File: src/sv/lssp_pkg.sv
// ----------------------------------------------------------------------------
// Lidar sample stream parser - package
// Constants, register indexes and the sample type shared by the modules.
// ----------------------------------------------------------------------------
`default_nettype none

package lssp_pkg;

    localparam int SAMPLE_BYTES    = 5;
    localparam int WIN_DEPTH       = SAMPLE_BYTES - 1;
    localparam int WIN_IDX_W       = $clog2(WIN_DEPTH);
    localparam int SCNT_W          = $clog2(SAMPLE_BYTES);

    localparam int DEF_HEADER_BYTES = 7;
    localparam int DEF_QUEUE_DEPTH  = 2;

    localparam int ANGLE_W   = 15;
    localparam int DIST_W    = 16;
    localparam int QUAL_W    = 6;
    localparam int BYTE_W    = 8;

    localparam int OUT_FIELDS_W = ANGLE_W + DIST_W + QUAL_W;
    localparam int OUT_TDATA_W  = ((OUT_FIELDS_W + 7) / 8) * 8;

    localparam int CFG_ADDR_W = 2;
    localparam int CFG_DATA_W = 16;

    localparam logic [CFG_ADDR_W-1:0] CFG_MIN_DIST   = 2'd0;
    localparam logic [CFG_ADDR_W-1:0] CFG_MAX_DIST   = 2'd1;
    localparam logic [CFG_ADDR_W-1:0] CFG_ANGLE_STEP = 2'd2;

    localparam logic [DIST_W-1:0]  RST_MIN_DIST   = 16'h0000;
    localparam logic [DIST_W-1:0]  RST_MAX_DIST   = 16'hFFFF;
    localparam logic [ANGLE_W-1:0] RST_ANGLE_STEP = 15'd64;

    localparam logic [BYTE_W-1:0] HDR_SYNC0 = 8'hA5;
    localparam logic [BYTE_W-1:0] HDR_SYNC1 = 8'h5A;

    localparam logic OP_BYTE    = 1'b0;
    localparam logic OP_RESTART = 1'b1;

    typedef struct packed {
        logic [QUAL_W-1:0]  quality;
        logic [DIST_W-1:0]  range_qmm;
        logic [ANGLE_W-1:0] azimuth;
    } t_sample;

endpackage

`default_nettype wire

File: src/sv/lssp_front.sv
// ----------------------------------------------------------------------------
// Lidar sample stream parser - front end
// Start response hunt, sample window, packet checks and config registers.
// ----------------------------------------------------------------------------
`default_nettype none

module lssp_front
    import lssp_pkg::*;
#(
    parameter int HEADER_BYTES = DEF_HEADER_BYTES
) (
    input  wire logic                  i_clk,
    input  wire logic                  i_rst_n,
    input  wire logic                  i_valid,
    input  wire logic                  i_op,
    input  wire logic [BYTE_W-1:0]     i_byte,
    input  wire logic                  i_cfg_we,
    input  wire logic [CFG_ADDR_W-1:0] i_cfg_addr,
    input  wire logic [CFG_DATA_W-1:0] i_cfg_wdata,
    output logic                       o_push,
    output t_sample                    o_sample
);

    localparam int HCNT_W = $clog2(HEADER_BYTES);

    logic [DIST_W-1:0]  r_min_dist;
    logic [DIST_W-1:0]  r_max_dist;
    logic [ANGLE_W-1:0] r_angle_step;

    logic               r_sample_mode, n_sample_mode;
    logic [HCNT_W-1:0]  r_hcnt, n_hcnt;
    logic [SCNT_W-1:0]  r_scnt, n_scnt;
    logic [ANGLE_W-1:0] r_last_angle, n_last_angle;
    logic [BYTE_W-1:0]  r_win [WIN_DEPTH];
    logic [BYTE_W-1:0]  n_win [WIN_DEPTH];

    logic [ANGLE_W-1:0] ang;
    logic [DIST_W-1:0]  dist_word;
    logic [QUAL_W-1:0]  qual;
    logic [ANGLE_W-1:0] ang_diff;
    logic               pkt_ok;
    logic               win_full;
    logic               emit;

    assign qual      = r_win[0][7:2];
    assign ang       = {r_win[2], r_win[1][7:1]};
    assign dist_word = {i_byte, r_win[3]};
    assign ang_diff  = ang - r_last_angle;
    assign win_full  = (r_scnt == SCNT_W'(SAMPLE_BYTES - 1));

    assign pkt_ok = (r_win[0][0] ^ r_win[0][1])
                  && (qual != '0)
                  && (dist_word >= r_min_dist) && (dist_word <= r_max_dist)
                  && !((ang >= r_last_angle) && (ang_diff < r_angle_step));

    always_ff @(posedge i_clk) begin
        if (!i_rst_n) begin
            r_min_dist   <= RST_MIN_DIST;
            r_max_dist   <= RST_MAX_DIST;
            r_angle_step <= RST_ANGLE_STEP;
        end else if (i_cfg_we) begin
            unique case (i_cfg_addr)
                CFG_MIN_DIST:   r_min_dist   <= i_cfg_wdata;
                CFG_MAX_DIST:   r_max_dist   <= i_cfg_wdata;
                CFG_ANGLE_STEP: r_angle_step <= i_cfg_wdata[ANGLE_W-1:0];
                default: ;
            endcase
        end
    end

    always_comb begin
        n_sample_mode = r_sample_mode;
        n_hcnt        = r_hcnt;
        n_scnt        = r_scnt;
        n_last_angle  = r_last_angle;
        n_win         = r_win;
        emit          = 1'b0;
        if (i_valid) begin
            if (i_op == OP_RESTART) begin
                n_sample_mode = 1'b0;
                n_hcnt        = '0;
            end else if (!r_sample_mode) begin
                if (r_hcnt == '0) begin
                    if (i_byte == HDR_SYNC0) begin
                        n_hcnt = HCNT_W'(1);
                    end
                end else if (r_hcnt == HCNT_W'(1)) begin
                    n_hcnt = (i_byte == HDR_SYNC1) ? HCNT_W'(2) : '0;
                end else if (r_hcnt == HCNT_W'(HEADER_BYTES - 1)) begin
                    n_sample_mode = 1'b1;
                    n_hcnt        = '0;
                end else begin
                    n_hcnt = r_hcnt + HCNT_W'(1);
                end
            end else if (!win_full) begin
                n_win[r_scnt[WIN_IDX_W-1:0]] = i_byte;
                n_scnt = r_scnt + SCNT_W'(1);
            end else if (pkt_ok) begin
                emit         = 1'b1;
                n_scnt       = '0;
                n_last_angle = ang;
            end else begin
                // drop oldest byte, keep four
                for (int k = 0; k < WIN_DEPTH - 1; k++) begin
                    n_win[k] = r_win[k+1];
                end
                n_win[WIN_DEPTH-1] = i_byte;
            end
        end
    end

    always_ff @(posedge i_clk) begin
        if (!i_rst_n) begin
            r_sample_mode <= 1'b0;
            r_hcnt        <= '0;
            r_scnt        <= '0;
            r_last_angle  <= '0;
        end else begin
            r_sample_mode <= n_sample_mode;
            r_hcnt        <= n_hcnt;
            r_scnt        <= n_scnt;
            r_last_angle  <= n_last_angle;
        end
    end

    always_ff @(posedge i_clk) begin
        r_win <= n_win;
    end

    assign o_push             = emit;
    assign o_sample.azimuth   = ang;
    assign o_sample.range_qmm = dist_word;
    assign o_sample.quality   = qual;

endmodule

`default_nettype wire

File: src/sv/lssp_queue.sv
// ----------------------------------------------------------------------------
// Lidar sample stream parser - sample queue
// Small register FIFO between the front end and the output stream.
// ----------------------------------------------------------------------------
`default_nettype none

module lssp_queue
    import lssp_pkg::*;
#(
    parameter int DEPTH = DEF_QUEUE_DEPTH
) (
    input  wire logic    i_clk,
    input  wire logic    i_rst_n,
    input  wire logic    i_push,
    input  wire t_sample i_sample,
    output logic         o_full,
    output logic         o_valid,
    input  wire logic    i_pop,
    output t_sample      o_sample
);

    localparam int PTR_W = $clog2(DEPTH);
    localparam int CNT_W = $clog2(DEPTH + 1);

    t_sample            r_mem [DEPTH];
    logic [PTR_W-1:0]   r_wr_ptr;
    logic [PTR_W-1:0]   r_rd_ptr;
    logic [CNT_W-1:0]   r_count;
    logic               do_pop;

    assign o_full   = (r_count == CNT_W'(DEPTH));
    assign o_valid  = (r_count != '0);
    assign do_pop   = i_pop && o_valid;
    assign o_sample = r_mem[r_rd_ptr];

    always_ff @(posedge i_clk) begin
        if (i_push) begin
            r_mem[r_wr_ptr] <= i_sample;
        end
    end

    always_ff @(posedge i_clk) begin
        if (!i_rst_n) begin
            r_wr_ptr <= '0;
            r_rd_ptr <= '0;
            r_count  <= '0;
        end else begin
            if (i_push) begin
                r_wr_ptr <= (r_wr_ptr == PTR_W'(DEPTH - 1)) ? '0 : r_wr_ptr + PTR_W'(1);
            end
            if (do_pop) begin
                r_rd_ptr <= (r_rd_ptr == PTR_W'(DEPTH - 1)) ? '0 : r_rd_ptr + PTR_W'(1);
            end
            if (i_push && !do_pop) begin
                r_count <= r_count + CNT_W'(1);
            end else if (!i_push && do_pop) begin
                r_count <= r_count - CNT_W'(1);
            end
        end
    end

endmodule

`default_nettype wire

File: src/sv/lidar_sample_stream_parser.sv
// Latency: a sample is offered on the master side the cycle after its last byte is taken.
// Throughput: one word per cycle; the front end checks a full packet in the cycle of its
// last byte, and s_axis_tready falls only while the QUEUE_DEPTH sample queue is full.
// Reset: synchronous, active low; registers return to defaults, the parser hunts for the
// start response, the queue empties; the sample window bytes are not cleared.
// ----------------------------------------------------------------------------
// Lidar sample stream parser - top level
// Byte stream in, checked lidar samples out.
// ----------------------------------------------------------------------------
`default_nettype none

module lidar_sample_stream_parser
    import lssp_pkg::*;
#(
    parameter int HEADER_BYTES = DEF_HEADER_BYTES,
    parameter int QUEUE_DEPTH  = DEF_QUEUE_DEPTH
) (
    input  wire logic                   i_clk,
    input  wire logic                   i_rst_n,
    input  wire logic                   s_axis_tvalid,
    output logic                        s_axis_tready,
    input  wire logic [BYTE_W-1:0]      s_axis_tdata,   // [7:0] rx_byte
    input  wire logic                   s_axis_tuser,   // [0] op
    output logic                        m_axis_tvalid,
    input  wire logic                   m_axis_tready,
    output logic [OUT_TDATA_W-1:0]      m_axis_tdata,   // [14:0] azimuth, [30:15] range,
                                                        // [36:31] quality, rest zero
    input  wire logic                   i_cfg_we,
    input  wire logic [CFG_ADDR_W-1:0]  i_cfg_addr,
    input  wire logic [CFG_DATA_W-1:0]  i_cfg_wdata
);

    logic    full;
    logic    accept;
    logic    push;
    t_sample front_sample;
    t_sample out_sample;

    assign s_axis_tready = !full;
    assign accept        = s_axis_tvalid && s_axis_tready;

    lssp_front #(
        .HEADER_BYTES (HEADER_BYTES)
    ) u_front (
        .i_clk       (i_clk),
        .i_rst_n     (i_rst_n),
        .i_valid     (accept),
        .i_op        (s_axis_tuser),
        .i_byte      (s_axis_tdata),
        .i_cfg_we    (i_cfg_we),
        .i_cfg_addr  (i_cfg_addr),
        .i_cfg_wdata (i_cfg_wdata),
        .o_push      (push),
        .o_sample    (front_sample)
    );

    lssp_queue #(
        .DEPTH (QUEUE_DEPTH)
    ) u_queue (
        .i_clk    (i_clk),
        .i_rst_n  (i_rst_n),
        .i_push   (push),
        .i_sample (front_sample),
        .o_full   (full),
        .o_valid  (m_axis_tvalid),
        .i_pop    (m_axis_tready),
        .o_sample (out_sample)
    );

    assign m_axis_tdata = OUT_TDATA_W'(out_sample);

endmodule

`default_nettype wire

File: config.mk
export PLATFORM = sky130hd
export DESIGN_NAME = lidar_sample_stream_parser
export DESIGN_NICKNAME = d
export VERILOG_FILES = /design/src/sv/lssp_pkg.sv /design/src/sv/lssp_front.sv /design/src/sv/lssp_queue.sv /design/src/sv/lidar_sample_stream_parser.sv
export SDC_FILE = /design/constraint.sdc
export NUM_CORES = 1
export LEC_CHECK = 0
export BUFFER_PORTS_ARGS = -buffer_cell sky130_fd_sc_hd__buf_4
export CORE_ASPECT_RATIO = 2
export CORE_MARGIN = 2
export CORE_UTILIZATION = 60
export DETAILED_ROUTE_END_ITERATION = 10
export PLACE_DENSITY_LB_ADDON = 0.12
export SYNTH_ARGS = -nofsm -noshare
export SYNTH_HDL_FRONTEND = slang
export SYNTH_SLANG_ARGS = --single-unit
export TNS_END_PERCENT = 100
File: constraint.sdc
create_clock -name i_clk -period 6.9 [get_ports i_clk]
set_input_delay 2.07 -clock i_clk [delete_from_list [all_inputs] [get_ports i_clk]]
set_output_delay 2.07 -clock i_clk [all_outputs]
set_load 0.005 [all_outputs]
## Word level (Yosys, flattened, before mapping)

Memory sizes are Yosys's and may differ from the RTL's. A register that Yosys moved wholly into a read port is not among the register bits.
Cells that the tools add are included.

| word-level totals | value |
|---|---|
| flip-flop bits (word level) | 105 |
| bits in writable memories | 74 |
| word-level logic and storage cells | 101 |
| memories | 1 |

| cells by class | value |
|---|---|
| add/subtract/negate cells | 7 |
| order comparisons | 6 |
| eq/ne operators | 12 |
| multiplexer cells | 32 |
| bitwise operators | 3 |
| reductions and logical operators | 26 |

Memory list:

| memory | words | width | rd ports | clocked after Yosys merged registers in | wr ports | line | RTL |
|---|---|---|---|---|---|---|---|
| u_queue.r_mem | 2 | 37 | 1 | 1 | 1 | lssp_queue.sv:25 | `t_sample r_mem [DEPTH];` |

Operator list:

| kind | count |
|---|---|
| $mux 32 | 2 |
| $bwmux 32 | 1 |
| $mux 3 | 8 |
| $demux 8 s2 | 1 |
| $ge 16x16->1 | 1 |
| $le 16x16->1 | 1 |
| $mux 1 | 16 |
| $ge 15x15->1 | 1 |
| $lt 15x15->1 | 1 |
| $sub 15x15->15 | 1 |
| $logic_and 1x1->1 | 10 |
| $eq 8x7->1 const B | 1 |
| $eq 8x8->1 const B | 1 |
| $mux 8 | 1 |
| $reduce_and 4->1 | 2 |
| $add 3x1->3 const B | 2 |
| $eq 3x3->1 const B | 2 |
| $mux 2 | 3 |
| $reduce_and 2->1 | 3 |
| $reduce_bool 6->1 | 1 |
| $reduce_and 5->1 | 1 |
| $eq 2x2->1 const B | 2 |
| $logic_not 1->1 | 4 |
| $ne 2x2->1 const B | 2 |
| 16 further kinds | 18 |

## Longest topological paths before layout

Gate-level depths: netlist (run 1).

| logic depth | value |
|---|---|
| depth in word-level cells | 14 |
| gate-level depth with buffers | 22 |
| depth with buffers taken out | 22 |

## Hierarchy

Synthesis (run 1) repeated with hierarchy kept, for this count alone.

| second synthesis, totals | value |
|---|---|
| cells, all modules | 858 |
| area, all modules | 9064.9 µm² |

Modules (own cells, without submodules):

| module | instances | cells an instance | area each (µm²) | sequential area each (µm²) |
|---|---|---|---|---|
| lssp_front | 1 | 715 | 6142.1 | 2342.2 |
| lssp_queue | 1 | 137 | 2886.5 | 2322.2 |
| lidar_sample_stream_parser | 1 | 6 | 36.3 | 0.0 |

## Worst setup path before layout (run 1)

OpenSTA, ideal clock, no wires.

| timing | value |
|---|---|
| path kind | in2reg |
| start | input port s_axis_tdata[1] |
| end | memory u_queue.r_mem[0][0] (netlist name) (enable) |
| data arrival time | 5.215 ns |
| required time | 6.464 ns |
| setup slack | 1.250 ns |
| stages | 8 |
| buffers on the path | 0 |
| cells stage by stage | ha_1 -> a211o_1 -> o211ai_1 -> a21oi_1 -> o31ai_2 -> o21ai_2 -> nor4_1 -> nor2b_1 |

| between the ends | value |
|---|---|
| cells in the longest elaborated chain, start to end | 11 |

RTL lines:

| what | line | RTL |
|---|---|---|
| start: declaration | lidar_sample_stream_parser.sv:22 | `input wire logic [BYTE_W-1:0] s_axis_tdata,` |
| $ge 16x16->1 | lssp_front.sv:53 | `&& (dist_word >= r_min_dist) && (dist_word <= r_max_dist)` |
| $logic_and 1x1->1 | lssp_front.sv:53 |  |
| $logic_and 1x1->1 (*) | lssp_front.sv:53 |  |
| $logic_and 1x1->1 (*) | lssp_front.sv:54 | `&& !((ang >= r_last_angle) && (ang_diff < r_angle_step));` |
| $mux 1 (*) | lssp_front.sv:98 | `end else if (pkt_ok) begin` |
| $mux 1 (*) | lssp_front.sv:95 | `end else if (!win_full) begin` |
| $mux 1 (*) | lssp_front.sv:82 | `end else if (!r_sample_mode) begin` |
| $mux 1 (*) | lssp_front.sv:79 | `if (i_op == OP_RESTART) begin` |
| $mux 1 (*) | lssp_front.sv:78 | `if (i_valid) begin` |
| net push | lidar_sample_stream_parser.sv:35 | `logic push;` |
| $mux 1 (*) | lssp_queue.sv:37 | `if (i_push) begin` |
| $mux 1 (implied by the code) (*) | lssp_queue.sv:38 | `r_mem[r_wr_ptr] <= i_sample;` |
| end: declaration | lssp_queue.sv:25 |  |

Mark *: on every way through the listed nets, which the timed path passes. The rest lies on a longest branch.

## Final worst setup path (run 1)

| timing | value |
|---|---|
| start | register u_front.r_win, in the netlist u_front.o_sample[0] |
| end | memory u_queue.r_mem[0][19] (netlist name) (enable) |

| between the ends | value |
|---|---|
| cells in the longest elaborated chain, start to end | 12 |

RTL lines:

| what | line | RTL |
|---|---|---|
| start: declaration | lssp_front.sv:34 | `logic [BYTE_W-1:0] r_win [WIN_DEPTH];` |
| start signal: assignment | lssp_front.sv:127 | `r_win <= n_win;` |
| $sub 15x15->15 | lssp_front.sv:48 | `assign ang_diff = ang - r_last_angle;` |
| $lt 15x15->1 | lssp_front.sv:54 |  |
| $logic_and 1x1->1 (*) | lssp_front.sv:54 |  |
| $logic_not 1->1 (*) | lssp_front.sv:54 |  |
| $logic_and 1x1->1 (*) | lssp_front.sv:54 |  |
| $mux 1 (*) | lssp_front.sv:98 |  |
| $mux 1 (*) | lssp_front.sv:95 |  |
| $mux 1 (*) | lssp_front.sv:82 |  |
| $mux 1 (*) | lssp_front.sv:79 |  |
| $mux 1 (*) | lssp_front.sv:78 |  |
| net push | lidar_sample_stream_parser.sv:35 |  |
| $mux 1 (*) | lssp_queue.sv:37 |  |
| $mux 1 (implied by the code) (*) | lssp_queue.sv:38 |  |

Marks and branches as above.

==> impl_metrics.ini, run 1 <==
[status]
outcome = completed

[job]
cap_violations = 0

[synth]
syn-cell-area_mm2 = 0.00891
synth_seq_area_share = 0.523
ys_warn_count = 0
yosys.area.top_type_share = 0.357
async_flop_share = 0
ys_ff_latch = 180
ys_types = 61
synth_area_per_cell_um2 = 10.5
yosys_most_used_dff = edfxtp_1
synth_top_cell_by_area = edfxtp_1
synth_top_cells_by_area = edfxtp_1 (36%), dfxtp_1 (17%), ha_1 (9.3%), nand2_1 (7.2%), mux2_2 (4.7%)
synth-edff-count = 106
synth_cells = 852

[clock_tree]
path_clk_slew_ns = 0.07
cts_tree = done
post_cts_buffers = 0
htreeDepth = 4
cts_inserted_buffers = 17
cts_root_buf = clkbuf_16
cts_hold_buf = 0
cts.sink_count = 180
clk_latency_ns = 0.44
clock_path_buffers = 2
cts_resized = 0

[routing]
wl_um = 20700
viasPerCell = 5.63
ant_nets = 0
wl_per_cell_um = 18.5
vias = 6301
dr.pass1.iters = 5
drt_iter0_markers = 351
drc = 0

[global_routing]
first_global_vias = 6127
overflow = 0
grt_usage = 0.271
grt_pass1_wl_um = 32600
grt_max_degree = 54
antenna_found_initial = 0

[worst_setup_path]
slowest_delay_ns = 0.97
r2r_start = u_front.o_sample[0]
crit_arrival_ns = 5.32
crit_required_ns = 6.95
path_cells = inv_1 > ha_1 > inv_1 > fa_1 > a21oi_1 > o211ai_1 > nand2_1 > o311a_1 > o21ai_0 > a21oi_1 > xnor2_1 > ha_1 > nand2_1 > nor3_1 > nand4_1 > o21ai_1 > o21ai_2 > nor4_1 > nor2b_4
critical_path_class = flip-flop to flip-flop
end_kind = flip-flop
crit_start = u_front.o_sample[0]
crit_path_start_kind = flip-flop
cp_slowest_cell = nor2b_4
critical_path_peak_fanout = 37

[power]
vdd_drop_max_mv = 0.184
combPwrFrac = 0.055
power_density_mw_per_mm2 = 222
switching_share = 0.222
pwr-share-seq = 0.507
switchingPower_uw = 504
clockPowerShare = 0.437
internal_power_mw = 1.76
cellLeakagePower_nw = 3.83

[floorplan]
die_y_um = 176
die_area_mm2 = 0.0159
initial_core_util = 0.608
core_mm2 = 0.0147
row_count = 63
io_pins = 74
die-width_um = 90.2

[sta]
finalSetupViolCount = 0
rsz0062_at_grt = no
worst_slack_ns = 1.63
finalHoldViolCount = 0
slew_headroom = 0.265
holdWs_ns = 0.456
max_clock_freq_ghz = 0.190
fin_worst_skew_ns = 0.00923
maxSlewViolCount = 0
setup_tns_ns = 0
fin_crit_sh = 0.764
layout_min_cycle_time_ns = 5.27
tightest_slew_ns = 1.10

[finish]
area_growth_pct = 14.3
multiInputGateArea_mm2 = 0.00385
n_antenna_cell = 0
drive_gt1_frac = 0.164
fin_nets = 1011
nFillCells = 1165
final-seq-area_mm2 = 0.00466

[placed_design]
pre_cts_ws_ns = 1.52
routabilityCongestion = 0.883
dp_hpwl_um = 15200
port_buffers = 70

[min_path]
min_from = u_front.r_min_dist[1]
hold_class = flip-flop to flip-flop
[power by group through the flow]
stage / registers [mW] / clock network (mW) / logic (mW)
floorplan: 1.17 / 0 / 0.0812
global placement: 1.17 / 0 / 0.123
detailed placement: 1.17 / 0 / 0.124
CTS: 1.15 / 1.00 / 0.125
global route: 1.15 / 1.04 / 0.142
finish: 1.15 / 0.992 / 0.125
[cells in the final DEF (no fill, tap or decap), types with 3 or more instances in the layout]
master / count
a211oi_1: 3
a21o_1: 3
a21oi_1: 62
a31oi_1: 3
and2_1: 3
buf_4: 75
bufinv_16: 3
clkbuf_16: 17
clkinv_4: 5
conb_1: 3
dfxtp_1: 74
edfxtp_1: 106
ha_1: 66
inv_1: 69
mux2_2: 37
mux2i_1: 25
nand2_1: 172
nand2b_1: 4
nand3_1: 17
nand4_1: 5
nand4b_1: 3
nor2_1: 22
nor2b_1: 23
nor3_1: 9
nor3b_1: 4
nor4_1: 5
o211ai_1: 23
o21a_1: 3
o21ai_0: 15
o21ai_1: 5
xnor2_1: 9
xor2_1: 6
[layer usage]
layer,vias up,wire length (um),GRT usage
li1,3106,-,-
met1,2979,8150,0.315
met2,165,10800,0.472
met3,51,760,0.0414
met4,0,1020,0.156
met5,-,0,0
[cell type report]
type	count	area share
sequential	180	0.458
clock buffer	18	0.0421
tap	195	0.0239
timing repair buffer	75	0.0553
inverter	69	0.0254
clock inverter	14	0.0174
multi-input combinational	569	0.378
[per-stage QoR]
step | utilization | std cells | cell area, um2 | total power, mW
after floorplan | - | 854 | 8920 | 1.25
after global placement | 0.654 | 1088 | 9580 | 1.30
after detailed placement | 0.654 | 1088 | 9580 | 1.30
after CTS | 0.695 | 1120 | 10200 | 2.28
after global routing | 0.695 | 1120 | 10200 | 2.34
final | 0.695 | 1120 | 10200 | 2.27
[worst paths after layout]
kind                            slack (ns)               endpoint  cells after the start
worst max-delay path                  1.63   u_queue.r_mem[0][19]                     19
worst min-delay path                  0.46  u_front.r_min_dist[1]                      2
worst max register to register        1.63   u_queue.r_mem[0][19]                     19
worst min register to register        0.46  u_front.r_min_dist[1]                      2
[sequential cells by signal, indices dropped and copies added, names as in the netlist, 15 cells and up, named ones only]
name                  count
u_front.r_angle_step     15
u_front.r_min_dist       16
u_front.o_sample         29
u_front.r_last_angle     15
u_front.r_max_dist       16
u_queue.r_mem            74
[cell usage after synthesis (15+ instances only)]
cell type	number
a21oi_1	62
clkbuf_1	29
dfxtp_1	74
edfxtp_1	106
ha_1	66
inv_1	69
mux2_2	37
mux2i_1	25
nand2_1	172
nand3_1	17
nor2_1	22
nor2b_1	24
o211ai_1	23
o21ai_0	15
[worst max-delay path: cells and delay by family, from the launching register on]
family	cells	cell delay, ns
compound gates	7	1.34
xor+xnor	1	0.09
fa+ha+maj	3	0.88
buf+inv	2	0.15
flops	1	0.47
simple gates	6	1.94
[logic make-up (layout without fill, tap and decap cells)]
| kind of cell | count (synthesis) | after routing | synth area share |
|---|---|---|---|
| adder cells (fa/ha/maj) | 67 | 67 | 0.0949 |
| AND/OR/NAND/NOR | 280 | 280 | 0.144 |
| other | 1 | 3 | 0.000421 |
| buffers and inverters | 105 | 176 | 0.0463 |
| AO/OA/AOI/OAI | 142 | 142 | 0.102 |
| multiplexers | 62 | 62 | 0.0748 |
| XOR/XNOR | 15 | 15 | 0.0147 |
| flip-flops | 180 | 180 | 0.523 |
Note: power is estimated with default switching activity, not from simulation.
==> run 2: changes to the inputs <==
CORE_UTILIZATION = 54   (was 60)
clock period = 4.45 ns   (was 6.9 ns; I/O delays follow)
==> impl_metrics.ini, run 2 (synthesis gave the netlist of run 1 again) <==
[finish]
final_common_cell = nand2_1
area_growth_pct = 16.9
nFillCells = 1371
utilization = 0.644
fin_nets = 1030
top_register = u_queue.r_mem
n_antenna_cell = 0
largest_reg_flops = 74
mostFrequentLayoutCells = nand2_1 (171), edfxtp_1 (106), buf_4 (91)
drive_gt1_frac = 0.199

[global_routing]
antenna_found_initial = 0
grt_max_degree = 53
grt_util_met2 = 0.492
overflow = 0
grt_pass1_wl_um = 33600
first_global_vias = 6404
use_met1 = 0.269
use_met3 = 0.0437
busiest_layer = met2
grt_usage = 0.261

[worst_setup_path]
end_kind = flip-flop
cp_slowest_cell = edfxtp_1
crit_required_ns = 4.81
crit_path_start_kind = flip-flop
critical_path_peak_fanout = 5
critical_path_class = flip-flop to flip-flop
crit_buf_inv = 1
cp_top_family = compound AO/OA/AOI/OAI gates
path_cells = ha_2 > nand2_1 > o211ai_1 > nand2_1 > o311a_1 > o21ai_1 > a21oi_1 > xnor2_1 > ha_1 > nand2_2 > o21ai_1 > buf_4 > a2bb2oi_2 > o21ai_4 > nor4_4 > ha_1 > or3_4 > a21oi_2
crit_arrival_ns = 4.68
slowest_delay_ns = 0.49

[routing]
vias = 6610
drt_iter0_markers = 373
ant_nets = 0
dr.pass1.iters = 6
viasPerCell = 5.76
drc = 0
wl_per_cell_um = 19.4
wl_um = 22300

[clock_tree]
cts_root_buf = clkbuf_16
htreeDepth = 4
cts_hold_buf = 0
cts.sink_count = 180
cts_tree = done
clock_path_buffers = 2
path_clk_slew_ns = 0.07
cts_inserted_buffers = 17
clk_latency_ns = 0.44

[sta]
worst_slack_ns = 0.132
max_clock_freq_ghz = 0.232
fin_worst_skew_ns = 0.0108
slew_headroom = 0.197
tightest_slew_ns = 1.20
maxSlewViolCount = 0
holdWs_ns = 0.455
finalSetupViolCount = 0
fin_crit_sh = 0.970
layout_min_cycle_time_ns = 4.32
rsz0062_at_grt = yes
finalHoldViolCount = 0

[floorplan]
die_y_um = 186
io_pins = 74
core_mm2 = 0.0162
die-width_um = 94.9
row_count = 66
die_area_mm2 = 0.0176
initial_core_util = 0.551

[power]
total_power_mw = 3.43
cellLeakagePower_nw = 3.93
power_density_mw_per_mm2 = 329
vdd_drop_max_mv = 0.290

[placed_design]
dp_hpwl_um = 16100
routabilityCongestion = 0.901
port_buffers = 70
pre_cts_ws_ns = -0.112

[status]
outcome = completed

[min_path]
hold_class = flip-flop to flip-flop

[job]
cap_violations = 0
run 2: layout make-up:
type	instances	area [um2]	area share
well taps	204	255	0.0245
inverters	69	259	0.0249
clock buffers	19	433	0.0415
repair buffers	94	748	0.0718
clock inverters	13	124	0.0119
multi-input cells	569	3940	0.378
flip-flops and latches	180	4660	0.448
run 2: path summary, 6_finish.rpt:
check                              from                     to  slack (ns)  depth (start not counted)
hold / removal    u_front.r_min_dist[7]  u_front.r_min_dist[7]        0.46                          2
setup / recovery    u_front.o_sample[3]     u_queue.r_count[1]        0.13                         18
setup reg to reg    u_front.o_sample[3]     u_queue.r_count[1]        0.13                         18
hold reg to reg   u_front.r_min_dist[7]  u_front.r_min_dist[7]        0.46                          2
run 2: timing repair:
item / CTS / global route
pin swaps: 0 / 18
gates resized for setup: 4 / 17
gates cloned: 0 / 1
setup buffers: 0 / 6
setup endpoints to repair: 83 / 108
run 2: where the power goes:
group / total [mW] / internal [mW] / switching [mW]
clock network: 1.44 / 0.780 / 0.661
registers: 1.78 / 1.77 / 0.0124
logic: 0.209 / 0.0746 / 0.134
run 2: worst register-to-register path: cells and delay by family, from the launching register on:
| kind | cells | cell delay [ns] |
|---|---|---|
| adder cells (fa/ha/maj) | 3 | 1.05 |
| AND/OR/NAND/NOR | 5 | 0.95 |
| XOR/XNOR | 1 | 0.13 |
| flip-flops | 1 | 0.49 |
| buffers and inverters | 1 | 0.15 |
| AO/OA/AOI/OAI | 8 | 1.46 |
run 2: stage by stage:
stage                     TNS (ns)  instances  instance area [um2]
after floorplan                  0        854                 8930
after global placement           0       1109                 9720
after detailed placement     -4.47       1109                 9720
after CTS                        0       1141                10300
after global routing         -9.44       1148                10400
final                            0       1148                10400
run 2: routing by layer:
| metal | part of all wire | wire length [um] |
|---|---|---|
| met5 | 0 | 0 |
| met2 | 0.57 | 12600 |
| met4 | 0.043 | 961 |
| met1 | 0.35 | 7860 |
| met3 | 0.039 | 878 |
